**src/sv/lsbpe_pkg.sv**
```systemverilog
package lsbpe_pkg;

    // Message layout
    localparam int unsigned IV_BYTES     = 16;
    localparam int unsigned TAG_BYTES    = 16;
    localparam int unsigned HEADER_BYTES = 4;

    localparam int unsigned LEN_W = 32;

    // Section codes carried on the result word
    localparam logic [1:0] SEC_IV   = 2'd0;
    localparam logic [1:0] SEC_TAG  = 2'd1;
    localparam logic [1:0] SEC_DATA = 2'd2;

    typedef enum logic [4:0] {
        PH_HEADER = 5'b00001,
        PH_IV     = 5'b00010,
        PH_TAG    = 5'b00100,
        PH_DATA   = 5'b01000,
        PH_DONE   = 5'b10000
    } t_phase;

    // One finished byte from the bit assembler
    typedef struct packed {
        logic       done;
        logic [7:0] value;
    } t_byte_evt;

    // One result word
    typedef struct packed {
        logic       incomplete;
        logic [1:0] section;
        logic       byte_valid;
        logic       last;
        logic [7:0] byte_value;
    } t_result;

endpackage

```
**src/sv/lsbpe_in_reg.sv**
```systemverilog
module lsbpe_in_reg
    import lsbpe_pkg::*;
(
    input  logic       i_clk,
    input  logic       i_rst_n,
    input  logic       i_valid,
    output logic       o_ready,
    input  logic [7:0] i_data,
    input  logic       i_last,
    input  logic       i_advance,
    output logic       o_valid,
    output logic [7:0] o_data,
    output logic       o_last
);

    logic       r_valid;
    logic       n_valid;
    logic [7:0] r_data;
    logic       r_last;

    // Take a new word whenever the held one is gone or leaves this cycle.
    assign o_ready = !r_valid || i_advance;

    always_comb begin
        n_valid = r_valid;
        if (o_ready) begin
            n_valid = i_valid;
        end
    end

    always_ff @(posedge i_clk) begin
        if (!i_rst_n) begin
            r_valid <= 1'b0;
        end else begin
            r_valid <= n_valid;
        end
    end

    always_ff @(posedge i_clk) begin
        if (o_ready && i_valid) begin
            r_data <= i_data;
            r_last <= i_last;
        end
    end

    assign o_valid = r_valid;
    assign o_data  = r_data;
    assign o_last  = r_last;

endmodule

```
**src/sv/lsbpe_bit_asm.sv**
```systemverilog
module lsbpe_bit_asm
    import lsbpe_pkg::*;
(
    input  logic      i_clk,
    input  logic      i_rst_n,
    input  logic      i_step,
    input  logic      i_active,
    input  logic      i_lsb,
    input  logic      i_eoi,
    output t_byte_evt o_evt
);

    logic [2:0] r_bit_pos;
    logic [2:0] n_bit_pos;
    logic [7:0] r_asm;
    logic [7:0] n_asm;
    logic [7:0] built;

    assign built = r_asm | (8'(i_lsb) << r_bit_pos);

    always_comb begin
        n_bit_pos = r_bit_pos;
        n_asm     = r_asm;
        if (i_step) begin
            if (i_eoi) begin
                // End of image rearms; a partial byte is dropped.
                n_bit_pos = 3'd0;
                n_asm     = 8'd0;
            end else if (i_active) begin
                if (r_bit_pos == 3'd7) begin
                    n_bit_pos = 3'd0;
                    n_asm     = 8'd0;
                end else begin
                    n_bit_pos = r_bit_pos + 3'd1;
                    n_asm     = built;
                end
            end
        end
    end

    always_ff @(posedge i_clk) begin
        if (!i_rst_n) begin
            r_bit_pos <= 3'd0;
            r_asm     <= 8'd0;
        end else begin
            r_bit_pos <= n_bit_pos;
            r_asm     <= n_asm;
        end
    end

    assign o_evt.done  = i_active && (r_bit_pos == 3'd7);
    assign o_evt.value = built;

endmodule

```
**src/sv/lsbpe_seq.sv**
```systemverilog
module lsbpe_seq
    import lsbpe_pkg::*;
(
    input  logic      i_clk,
    input  logic      i_rst_n,
    input  logic      i_step,
    input  logic      i_eoi,
    input  t_byte_evt i_evt,
    output logic      o_active,
    output logic      o_emit,
    output t_result   o_res
);

    t_phase             r_phase;
    t_phase             n_phase;
    logic [LEN_W-1:0]   r_count;
    logic [LEN_W-1:0]   n_count;
    logic [LEN_W-1:0]   r_len;
    logic [LEN_W-1:0]   n_len;
    logic [LEN_W-1:0]   cnt_inc;
    logic [LEN_W-1:0]   len_shift;
    logic               emit;
    t_result            res;

    // Next non-empty section after the given one.
    function automatic t_phase phase_after(input t_phase from, input logic len_nz);
        t_phase p;
        p = PH_DONE;
        case (from)
            PH_HEADER: begin
                if (IV_BYTES != 0) begin
                    p = PH_IV;
                end else if (TAG_BYTES != 0) begin
                    p = PH_TAG;
                end else if (len_nz) begin
                    p = PH_DATA;
                end
            end
            PH_IV: begin
                if (TAG_BYTES != 0) begin
                    p = PH_TAG;
                end else if (len_nz) begin
                    p = PH_DATA;
                end
            end
            PH_TAG: begin
                if (len_nz) begin
                    p = PH_DATA;
                end
            end
            default: p = PH_DONE;
        endcase
        return p;
    endfunction

    assign cnt_inc   = r_count + LEN_W'(1);
    assign len_shift = {r_len[LEN_W-9:0], i_evt.value};

    always_comb begin
        n_phase = r_phase;
        n_count = r_count;
        n_len   = r_len;
        emit    = 1'b0;
        res     = '0;

        if (i_evt.done) begin
            case (r_phase)
                PH_HEADER: begin
                    n_len = len_shift;
                    if (r_count == LEN_W'(HEADER_BYTES - 1)) begin
                        n_count = '0;
                        n_phase = phase_after(PH_HEADER, len_shift != '0);
                    end else begin
                        n_count = cnt_inc;
                    end
                end
                PH_IV: begin
                    emit           = 1'b1;
                    res.byte_valid = 1'b1;
                    res.byte_value = i_evt.value;
                    res.section    = SEC_IV;
                    if (cnt_inc == LEN_W'(IV_BYTES)) begin
                        n_count = '0;
                        n_phase = phase_after(PH_IV, r_len != '0);
                    end else begin
                        n_count = cnt_inc;
                    end
                end
                PH_TAG: begin
                    emit           = 1'b1;
                    res.byte_valid = 1'b1;
                    res.byte_value = i_evt.value;
                    res.section    = SEC_TAG;
                    if (cnt_inc == LEN_W'(TAG_BYTES)) begin
                        n_count = '0;
                        n_phase = phase_after(PH_TAG, r_len != '0);
                    end else begin
                        n_count = cnt_inc;
                    end
                end
                PH_DATA: begin
                    emit           = 1'b1;
                    res.byte_valid = 1'b1;
                    res.byte_value = i_evt.value;
                    res.section    = SEC_DATA;
                    if (cnt_inc == r_len) begin
                        n_count = '0;
                        n_phase = PH_DONE;
                    end else begin
                        n_count = cnt_inc;
                    end
                end
                default: begin
                    n_phase = r_phase;
                end
            endcase
            res.last = emit && (n_phase == PH_DONE);
        end

        if (i_eoi) begin
            if (n_phase != PH_DONE) begin
                emit           = 1'b1;
                res.incomplete = 1'b1;
                res.last       = 1'b1;
            end
            n_phase = PH_HEADER;
            n_count = '0;
            n_len   = '0;
        end
    end

    always_ff @(posedge i_clk) begin
        if (!i_rst_n) begin
            r_phase <= PH_HEADER;
            r_count <= '0;
            r_len   <= '0;
        end else if (i_step) begin
            r_phase <= n_phase;
            r_count <= n_count;
            r_len   <= n_len;
        end
    end

    assign o_active = (r_phase != PH_DONE);
    assign o_emit   = emit;
    assign o_res    = res;

endmodule

```
**src/sv/lsbpe_out_reg.sv**
```systemverilog
module lsbpe_out_reg
    import lsbpe_pkg::*;
(
    input  logic    i_clk,
    input  logic    i_rst_n,
    input  logic    i_load,
    input  t_result i_res,
    input  logic    i_ready,
    output logic    o_free,
    output logic    o_valid,
    output t_result o_res
);

    logic    r_valid;
    logic    n_valid;
    t_result r_res;

    // Slot is free when empty or being drained this cycle.
    assign o_free = !r_valid || i_ready;

    always_comb begin
        n_valid = r_valid;
        if (i_load) begin
            n_valid = 1'b1;
        end else if (i_ready) begin
            n_valid = 1'b0;
        end
    end

    always_ff @(posedge i_clk) begin
        if (!i_rst_n) begin
            r_valid <= 1'b0;
        end else begin
            r_valid <= n_valid;
        end
    end

    always_ff @(posedge i_clk) begin
        if (i_load) begin
            r_res <= i_res;
        end
    end

    assign o_valid = r_valid;
    assign o_res   = r_res;

endmodule

```
**src/sv/lsb_payload_extractor_core.sv**
```systemverilog
// LSB payload extractor. Feed one image channel byte per word on the slave
// stream, in row, column, channel order, with tlast on the final byte of the
// image. Bit 0 of each byte is kept; every eight kept bits form one byte,
// first bit into bit 0. The first four bytes are a big-endian length; then
// come the IV bytes, the tag bytes and that many data bytes, each sent on the
// master stream with its section code in tuser, the final one with tlast.
// Words after the message are swallowed until end of image, which rearms the
// block. If the image ends first, one word with incomplete and tlast is sent
// (it also carries a byte that finished on that same word). The block takes
// one word per clock with no bubbles while the result slot is free; a result
// is loaded into the result register when its word leaves the input register.
// The throughput is set by the update of the bit, byte and length counters
// between the input and output registers, and follows master-side tready.
// There is no memory and no clearing pass.
module lsb_payload_extractor_core
    import lsbpe_pkg::*;
(
    input  logic       i_clk,
    input  logic       i_rst_n,
    // Slave stream: channel bytes
    input  logic       s_axis_tvalid,
    output logic       s_axis_tready,
    input  logic [7:0] s_axis_tdata,  // [7:0] channel_byte
    input  logic       s_axis_tlast,  // end_of_image
    // Master stream: recovered bytes
    output logic       m_axis_tvalid,
    input  logic       m_axis_tready,
    output logic [7:0] m_axis_tdata,  // [7:0] byte_value
    output logic [3:0] m_axis_tuser,  // [0] byte_valid, [2:1] section, [3] incomplete
    output logic       m_axis_tlast   // last
);

    logic       in_valid;
    logic [7:0] in_data;
    logic       in_last;
    logic       out_free;
    logic       step;
    logic       active;
    logic       emit;
    t_byte_evt  byte_evt;
    t_result    res;
    t_result    out_res;

    // Input register: holds the word being worked on.
    lsbpe_in_reg u_in_reg (
        .i_clk     (i_clk),
        .i_rst_n   (i_rst_n),
        .i_valid   (s_axis_tvalid),
        .o_ready   (s_axis_tready),
        .i_data    (s_axis_tdata),
        .i_last    (s_axis_tlast),
        .i_advance (out_free),
        .o_valid   (in_valid),
        .o_data    (in_data),
        .o_last    (in_last)
    );

    // Advance the held word whenever the result slot can take its result,
    // whether or not it produces one.
    assign step = in_valid && out_free;

    // Gather the LSBs into bytes.
    lsbpe_bit_asm u_bit_asm (
        .i_clk    (i_clk),
        .i_rst_n  (i_rst_n),
        .i_step   (step),
        .i_active (active),
        .i_lsb    (in_data[0]),
        .i_eoi    (in_last),
        .o_evt    (byte_evt)
    );

    // Walk header, IV, tag and data sections; flag last and incomplete.
    lsbpe_seq u_seq (
        .i_clk    (i_clk),
        .i_rst_n  (i_rst_n),
        .i_step   (step),
        .i_eoi    (in_last),
        .i_evt    (byte_evt),
        .o_active (active),
        .o_emit   (emit),
        .o_res    (res)
    );

    // Result register: parts the two streams.
    lsbpe_out_reg u_out_reg (
        .i_clk   (i_clk),
        .i_rst_n (i_rst_n),
        .i_load  (step && emit),
        .i_res   (res),
        .i_ready (m_axis_tready),
        .o_free  (out_free),
        .o_valid (m_axis_tvalid),
        .o_res   (out_res)
    );

    assign m_axis_tdata = out_res.byte_value;
    assign m_axis_tuser = {out_res.incomplete, out_res.section, out_res.byte_valid};
    assign m_axis_tlast = out_res.last;

endmodule

```
**config.mk**
```make
export PLATFORM = sky130hd
export DESIGN_NAME = lsb_payload_extractor_core
export DESIGN_NICKNAME = d
export VERILOG_FILES = /design/src/sv/lsbpe_pkg.sv /design/src/sv/lsbpe_in_reg.sv /design/src/sv/lsbpe_bit_asm.sv /design/src/sv/lsbpe_seq.sv /design/src/sv/lsbpe_out_reg.sv /design/src/sv/lsb_payload_extractor_core.sv
export SDC_FILE = /design/constraint.sdc
export NUM_CORES = 1
export LEC_CHECK = 0
export BUFFER_PORTS_ARGS = -buffer_cell sky130_fd_sc_hd__buf_4
export CORE_MARGIN = 5
export CORE_UTILIZATION = 50
export CTS_CLUSTER_DIAMETER = 50
export CTS_CLUSTER_SIZE = 16
export DETAILED_ROUTE_END_ITERATION = 8
export PLACE_DENSITY_LB_ADDON = 0.12
export SETUP_SLACK_MARGIN = 0.15
export SYNTH_ARGS = -nofsm -noshare
export SYNTH_HDL_FRONTEND = slang
export SYNTH_HIERARCHICAL = 1
export SYNTH_SLANG_ARGS = --single-unit
```
**constraint.sdc**
```tcl
create_clock -name i_clk -period 4.45 [get_ports i_clk]
set_input_delay 0.6675 -clock i_clk [delete_from_list [all_inputs] [get_ports i_clk]]
set_output_delay 0.6675 -clock i_clk [all_outputs]
set_load 0.03 [all_outputs]
```
Word level (Yosys, flattened, before mapping)

Cells that the tools add are included.

Multiply operators: 0
Shift operators: 1
Div/mod/pow operators: 0
Bitwise gates (word level): 1
Order comparisons: 0
Reductions and logical operators: 21
Equality and inequality tests: 11
Add/subtract/negate cells: 2
Muxes and demuxes: 37

Operator list:

| kind                                                              | number |
|---|---|
| 32-bit 2-to-1 mux                                                 | 8 |
| 32-bit one-hot mux with 3 select lines                            | 1 |
| 5-bit 2-to-1 mux                                                  | 8 |
| 32-bit by 1-bit adder with 32-bit output (second input constant)  | 1 |
| 32-bit by 2-bit == test with 1-bit output (second input constant) | 1 |
| 32-bit == test                                                    | 1 |
| 32-bit by 5-bit == test with 1-bit output (second input constant) | 1 |
| 8-bit 2-to-1 mux                                                  | 4 |
| 32-bit nonzero test                                               | 1 |
| 5-bit one-hot mux with 4 select lines                             | 1 |
| 1-bit 2-to-1 mux                                                  | 10 |
| 5-bit inequality test (second input constant)                     | 2 |
| 3-bit 2-to-1 mux                                                  | 3 |
| 9-bit 2-to-1 mux                                                  | 1 |
| 3-bit one-hot mux with 3 select lines                             | 1 |
| 8-bit OR                                                          | 1 |
| 2-bit nonzero test                                                | 4 |
| 1-bit by 3-bit << shifter with 8-bit output                       | 1 |
| 3-bit AND reduction                                               | 2 |
| 5-bit by 1-bit == test with 1-bit output (second input constant)  | 1 |
| 5-bit by 2-bit == test with 1-bit output (second input constant)  | 1 |
| 5-bit by 3-bit == test with 1-bit output (second input constant)  | 1 |
| 5-bit by 4-bit == test with 1-bit output (second input constant)  | 1 |
| 5-bit == test (second input constant)                             | 1 |
| 9 further kinds                                                   | 16 |

Memories kept: 0
Latch bits: 0
Memory bits (writable): 0
Bits in registers: 97
Memory bits (read-only): 0
Input bits: 13
Output and inout port bits: 15

Logic depth before layout (Yosys ltp)

Word-level depth: 11
Gate-level depth with buffers: 17
Depth with buffers taken out: 14

Modules after synthesis

Netlist, hierarchy kept.

Modules (own cells, without submodules):

| module                     | times used | area each (um2) | cells an instance |
|---|---|---|---|
| lsbpe_seq                  | 1          | 5455.2          | 742 |
| lsbpe_bit_asm              | 1          | 550.5           | 56 |
| lsbpe_out_reg              | 1          | 439.2           | 17 |
| lsbpe_in_reg               | 1          | 327.8           | 14 |
| lsb_payload_extractor_core | 1          | 12.5            | 2 |

Worst setup path before layout

OpenSTA, ideal clock, no wires.

Kind: register to register
From: reg u_seq.r_count[0]
To: reg u_out_reg.r_res, in the netlist u_out_reg/o_res[0], enable pin
Data arrival time: 3561 ps
Required time: 4143 ps
Path slack: 582 ps
Stages on the path, launching flop included: 16
Period minus slack after synthesis: 3868 ps
Library setup time: 307 ps
Path buffers: 3
Path through: dfxtp_1 > ha_1 > buf_2 > and4_1 > nand3_1 > clkbuf_1 > o31ai_1 > nand3_1 > nor4_1 > and4_1 > buf_4 > mux2i_1 > or4b_1 > o31ai_2 > nand2b_1 > and3_1

Longest elaborated chain between the ends: 10
Elaborated cells on any way between the ends: 15
Classes of those cells: add/sub: 1; eq/ne: 4; mux: 9; reduce/logical: 1

RTL lines:

| item                                                                               | line                                               | source |
|---|---|---|
| from (decl)                                                                        | lsbpe_seq.sv:16                                    | `logic [LEN_W-1:0] r_count;` |
| from (signal assigned)                                                             | lsbpe_seq.sv:139                                   | `r_count <= n_count;` |
| 32-bit by 1-bit adder with 32-bit output                                           | lsbpe_seq.sv:56                                    | `assign cnt_inc = r_count + LEN_W'(1);` |
| 32-bit == test / 32-bit by 5-bit == test with 1-bit output (equally long branches) | lsbpe_seq.sv:106, lsbpe_seq.sv:82, lsbpe_seq.sv:94 |  |
| 5-bit 2-to-1 mux, on equally long branches                                         | lsbpe_seq.sv:106, lsbpe_seq.sv:82, lsbpe_seq.sv:94 |  |
| 5-bit one-hot mux with 4 select lines *                                            | lsbpe_seq.sv:67                                    | `case (r_phase)` |
| 5-bit 2-to-1 mux * (2 in a row)                                                    | lsbpe_seq.sv:66                                    | `if (i_evt.done) begin` |
| 5-bit inequality test *                                                            | lsbpe_seq.sv:121                                   | `if (n_phase != PH_DONE) begin` |
| 1-bit 2-to-1 mux *                                                                 | lsbpe_seq.sv:121                                   |  |
| 1-bit 2-to-1 mux *                                                                 | lsbpe_seq.sv:120                                   | `if (i_eoi) begin` |
| net emit                                                                           | lsb_payload_extractor_core.sv:39                   | `logic emit;` |
| 1-bit logical AND *                                                                | lsb_payload_extractor_core.sv:89                   | `.i_load (step && emit),` |
| to (signal assigned)                                                               | lsbpe_out_reg.sv:40                                | `r_res <= i_res;` |
| to (decl)                                                                          | lsbpe_out_reg.sv:16                                | `t_result r_res;` |

Mark *: on every way through the listed nets, which the timed path passes. The rest lies on a longest branch. The select of a mux whose other input is x is not followed.
A chain may end at the register's enable or synchronous reset.

Final worst setup path

From: reg u_seq.r_count[14]
To: reg u_out_reg.r_res, in the netlist u_out_reg/o_res[11], enable pin

The elaborated chain is that of the path after synthesis.

==> qor_table.md <==
| Stage | Parameter | Reported |
| --- | --- | --- |
| grt | First-pass GRT wire length | 35200 microns |
| floorplanning | Die H | 125 microns |
| critical path | Startpoint types | flop |
| place | # port buffers | 20 |
| clock network | Root buffer selected by CTS | clkbuf_16 |
| run status | Run status | completed |
| route | Drc violations | 0 |
| critical path | Register-to-Register Path Depth | 13 |
| grt | Vias in the first global route | 6217 |
| floorplanning | Std-Cell Rows | 41 |
| floorplanning | Width of the chip | 125 microns |
| cells and area | Net count of the finished layout | 870 |
| grt | Pin count of the biggest net entering global routing | 45 |
| route | Number of vias in the routed layout | 6695 |
| sta | Number of setup violations in the final report | 0 |
| sta | Normalized max-slew margin | 33.0% |
| cells and area | Layout cells sized above 1 | 16.6% |
| sta | Unrepaired setup endpoints after global routing | false |
| route | Starting DRT DRC Count | 881 |
| sta | Final count of hold timing violations | 0 |
| sta | Count of pins over their slew limit | 0 |
| sta | Max Fclk | 242 MHz |
| critical path | Endpoint arrival time on the critical path | 4.25 ns |
| sta | Final critical-path required period | 4.13 ns |
| power | VDD IR-drop max | 238 uV |
| critical path | Setup CP Type | flop to flop |
| critical path | CP Data Required Time | 4.57 ns |
| sta | Final TNS setup | 0 ns |
| flow run | Max-Cap Viols | 0 |
| route | Detail Route Antenna Nets | 0 |
| cells and area | Most frequent standard cell in the layout excluding fill and tap cells | buf_4 |
| grt | Initial antenna violation count | 0 |
| cells and area | Layout overhead on the synthesized area | 14.6% |
| clock network | CTS sink count | 97 |
| floorplanning | Starting utilization of the core area | 51.5% |
| clock network | Level count of the clock H-tree | 3 |
| worst hold path | Path class of the lowest-slack min-delay path | primary input to flop |
| route | Overall routed net length | 22600 microns |
| power | Total Power | 1.85 mW |
| clock network | Insertion delay of the later-clocked pin in the worst-skew pair | 0.36 ns |
| route | Pre-antenna DRT Iters | 6 |
| clock network | Maximum number of buffers from clock root to sink | 2 |
| place | Number of instances in the placed design | 1015 |
| floorplanning | Area inside the core boundary | 0.0128 sq mm |
| yosys | Netlist Area Pre-Place | 0.00658 sq mm |
| power | Pwr dens | 245 mW/mm^2 |
| sta | Final setup skew | 0.0146 ns |
| place | Detailed Place HPWL | 17000 microns |
| cells and area | Fin cells | 1031 |
| sta | Share of the clock period used by the worst path after layout | 92.8% |
| grt | Tot GR Track Use | 28.5% |
| yosys | Syn_area_per_cell | 7.98 sq um |
| worst hold path | Hold Path Cell Cnt | 1 |
| critical path | Kind of end point of the critical path | flop |
| yosys | Warning count from the yosys run | 6 |
| floorplanning | Number of top-level design ports | 28 |
| critical path | Crit Path Max Fanout | 6 |
| yosys | Synth Instances | 824 |
| clock network | CTS tree | done |
| power | P_leak | 2.89 nW |
| route | Average wire per standard cell | 21.9 microns |
| clock network | Number of buffers inserted during clock tree synthesis | 9 |
| cells and area | Commonest non-fill, non-tap cells in the layout | buf_4 (86), dfxtp_1 (80), nor2_1 (67) |
| sta | Worst Max-Slew Pin Slew | 1.00 ns |
| route | Average via count per standard cell | 6.49 |
| yosys | Synthesized netlist net count | 840 |
| clock network | Count of hold-fix buffers inserted at cts | 0 |
| clock network | Register clock-pin slew on the reported worst setup and hold paths | 0.08 ns |
| grt | Remaining global-route overflow | 0 |
| floorplanning | Die Footprint | 0.0155 sq mm |
| place | Gpl congestion | 0.981 |
| cells and area | Antenna fix cells | 0 |
==> cell type report <==
class | count | area [sq um]
clock buffers | 10 | 229
clock inverters | 6 | 83.8
fillers | 1150 | 5240
inverters | 16 | 60.1
multi-input cells | 641 | 4150
flip-flops and latches | 97 | 2090
well taps | 172 | 215
repair buffers | 89 | 706
==> worst max-delay path, stage by stage (launching register included) <==
cell and delay (ns):
dfxtp_1 0.52, nand4_1 0.18, buf_4 0.18, nor4_4 0.42, nand3_4 0.11, or4b_4 0.51
a211oi_2 0.21, and4_1 0.34, mux2i_1 0.13, or4b_1 0.56, o31ai_2 0.24, nand2b_1 0.09
and3_1 0.23, buf_4 0.17
==> registers in the layout (all words and copies together) (netlist names) <==
| register | flops |
|---|---|
| u_seq/r_phase | 5 |
| u_in_reg/o_data | 1 |
| u_seq/r_count | 32 |
| u_in_reg/o_valid | 1 |
| u_bit_asm/r_bit_pos | 3 |
| u_in_reg/o_last | 1 |
| u_out_reg/o_res | 13 |
| u_out_reg/o_valid | 1 |
| u_seq/r_len | 32 |
| u_bit_asm/r_asm | 8 |
==> power breakdown <==
| group | leakage (nW) | total [mW] | internal (mW) | switching [mW] |
|---|---|---|---|---|
| sequential | 0.805 | 0.900 | 0.894 | 0.00638 |
| combinational | 1.93 | 0.0985 | 0.0329 | 0.0656 |
| clock | 0.152 | 0.851 | 0.451 | 0.399 |
| total | 2.89 | 1.85 | 1.38 | 0.472 |
==> final timing paths <==
kind                     start             endpoint  slack [ns]
max          u_seq/r_count[14]  u_out_reg/o_res[11]        0.32
min reg2reg   u_in_reg/o_valid     u_in_reg/o_valid        0.51
min            s_axis_tdata[0]   u_in_reg/o_data[0]        0.49
max reg2reg  u_seq/r_count[14]  u_out_reg/o_res[11]        0.32
==> stage by stage <==
step,area [sq um],hold slack [ns],setup WS (ns),util [%]
after CTS,7510,0.486,0.198,58.8
after global routing,7540,0.480,0.143,59.0
after detailed placement,7200,0.505,0.235,56.3
final,7540,0.494,0.321,59.0
after global placement,7200,0.492,0.256,56.3
after floorplan,6580,0.470,0.582,-
==> timing repair <==
action / in CTS / in global routing
buffers inserted: 0 / 0
resized for setup: 0 / 7
setup endpoints to repair: 0 / 14
==> metal layers <==
layer / vias to the layer above / track usage [%] / share of wire (%)
met4: 0 / 10.8 / 3.7
li1: 3129 / - / -
met1: 3192 / 39.5 / 45
met3: 58 / 6.52 / 7.3
met2: 316 / 43.1 / 45
met5: - / 0 / 0
Power figures use the tool's default switching activity.
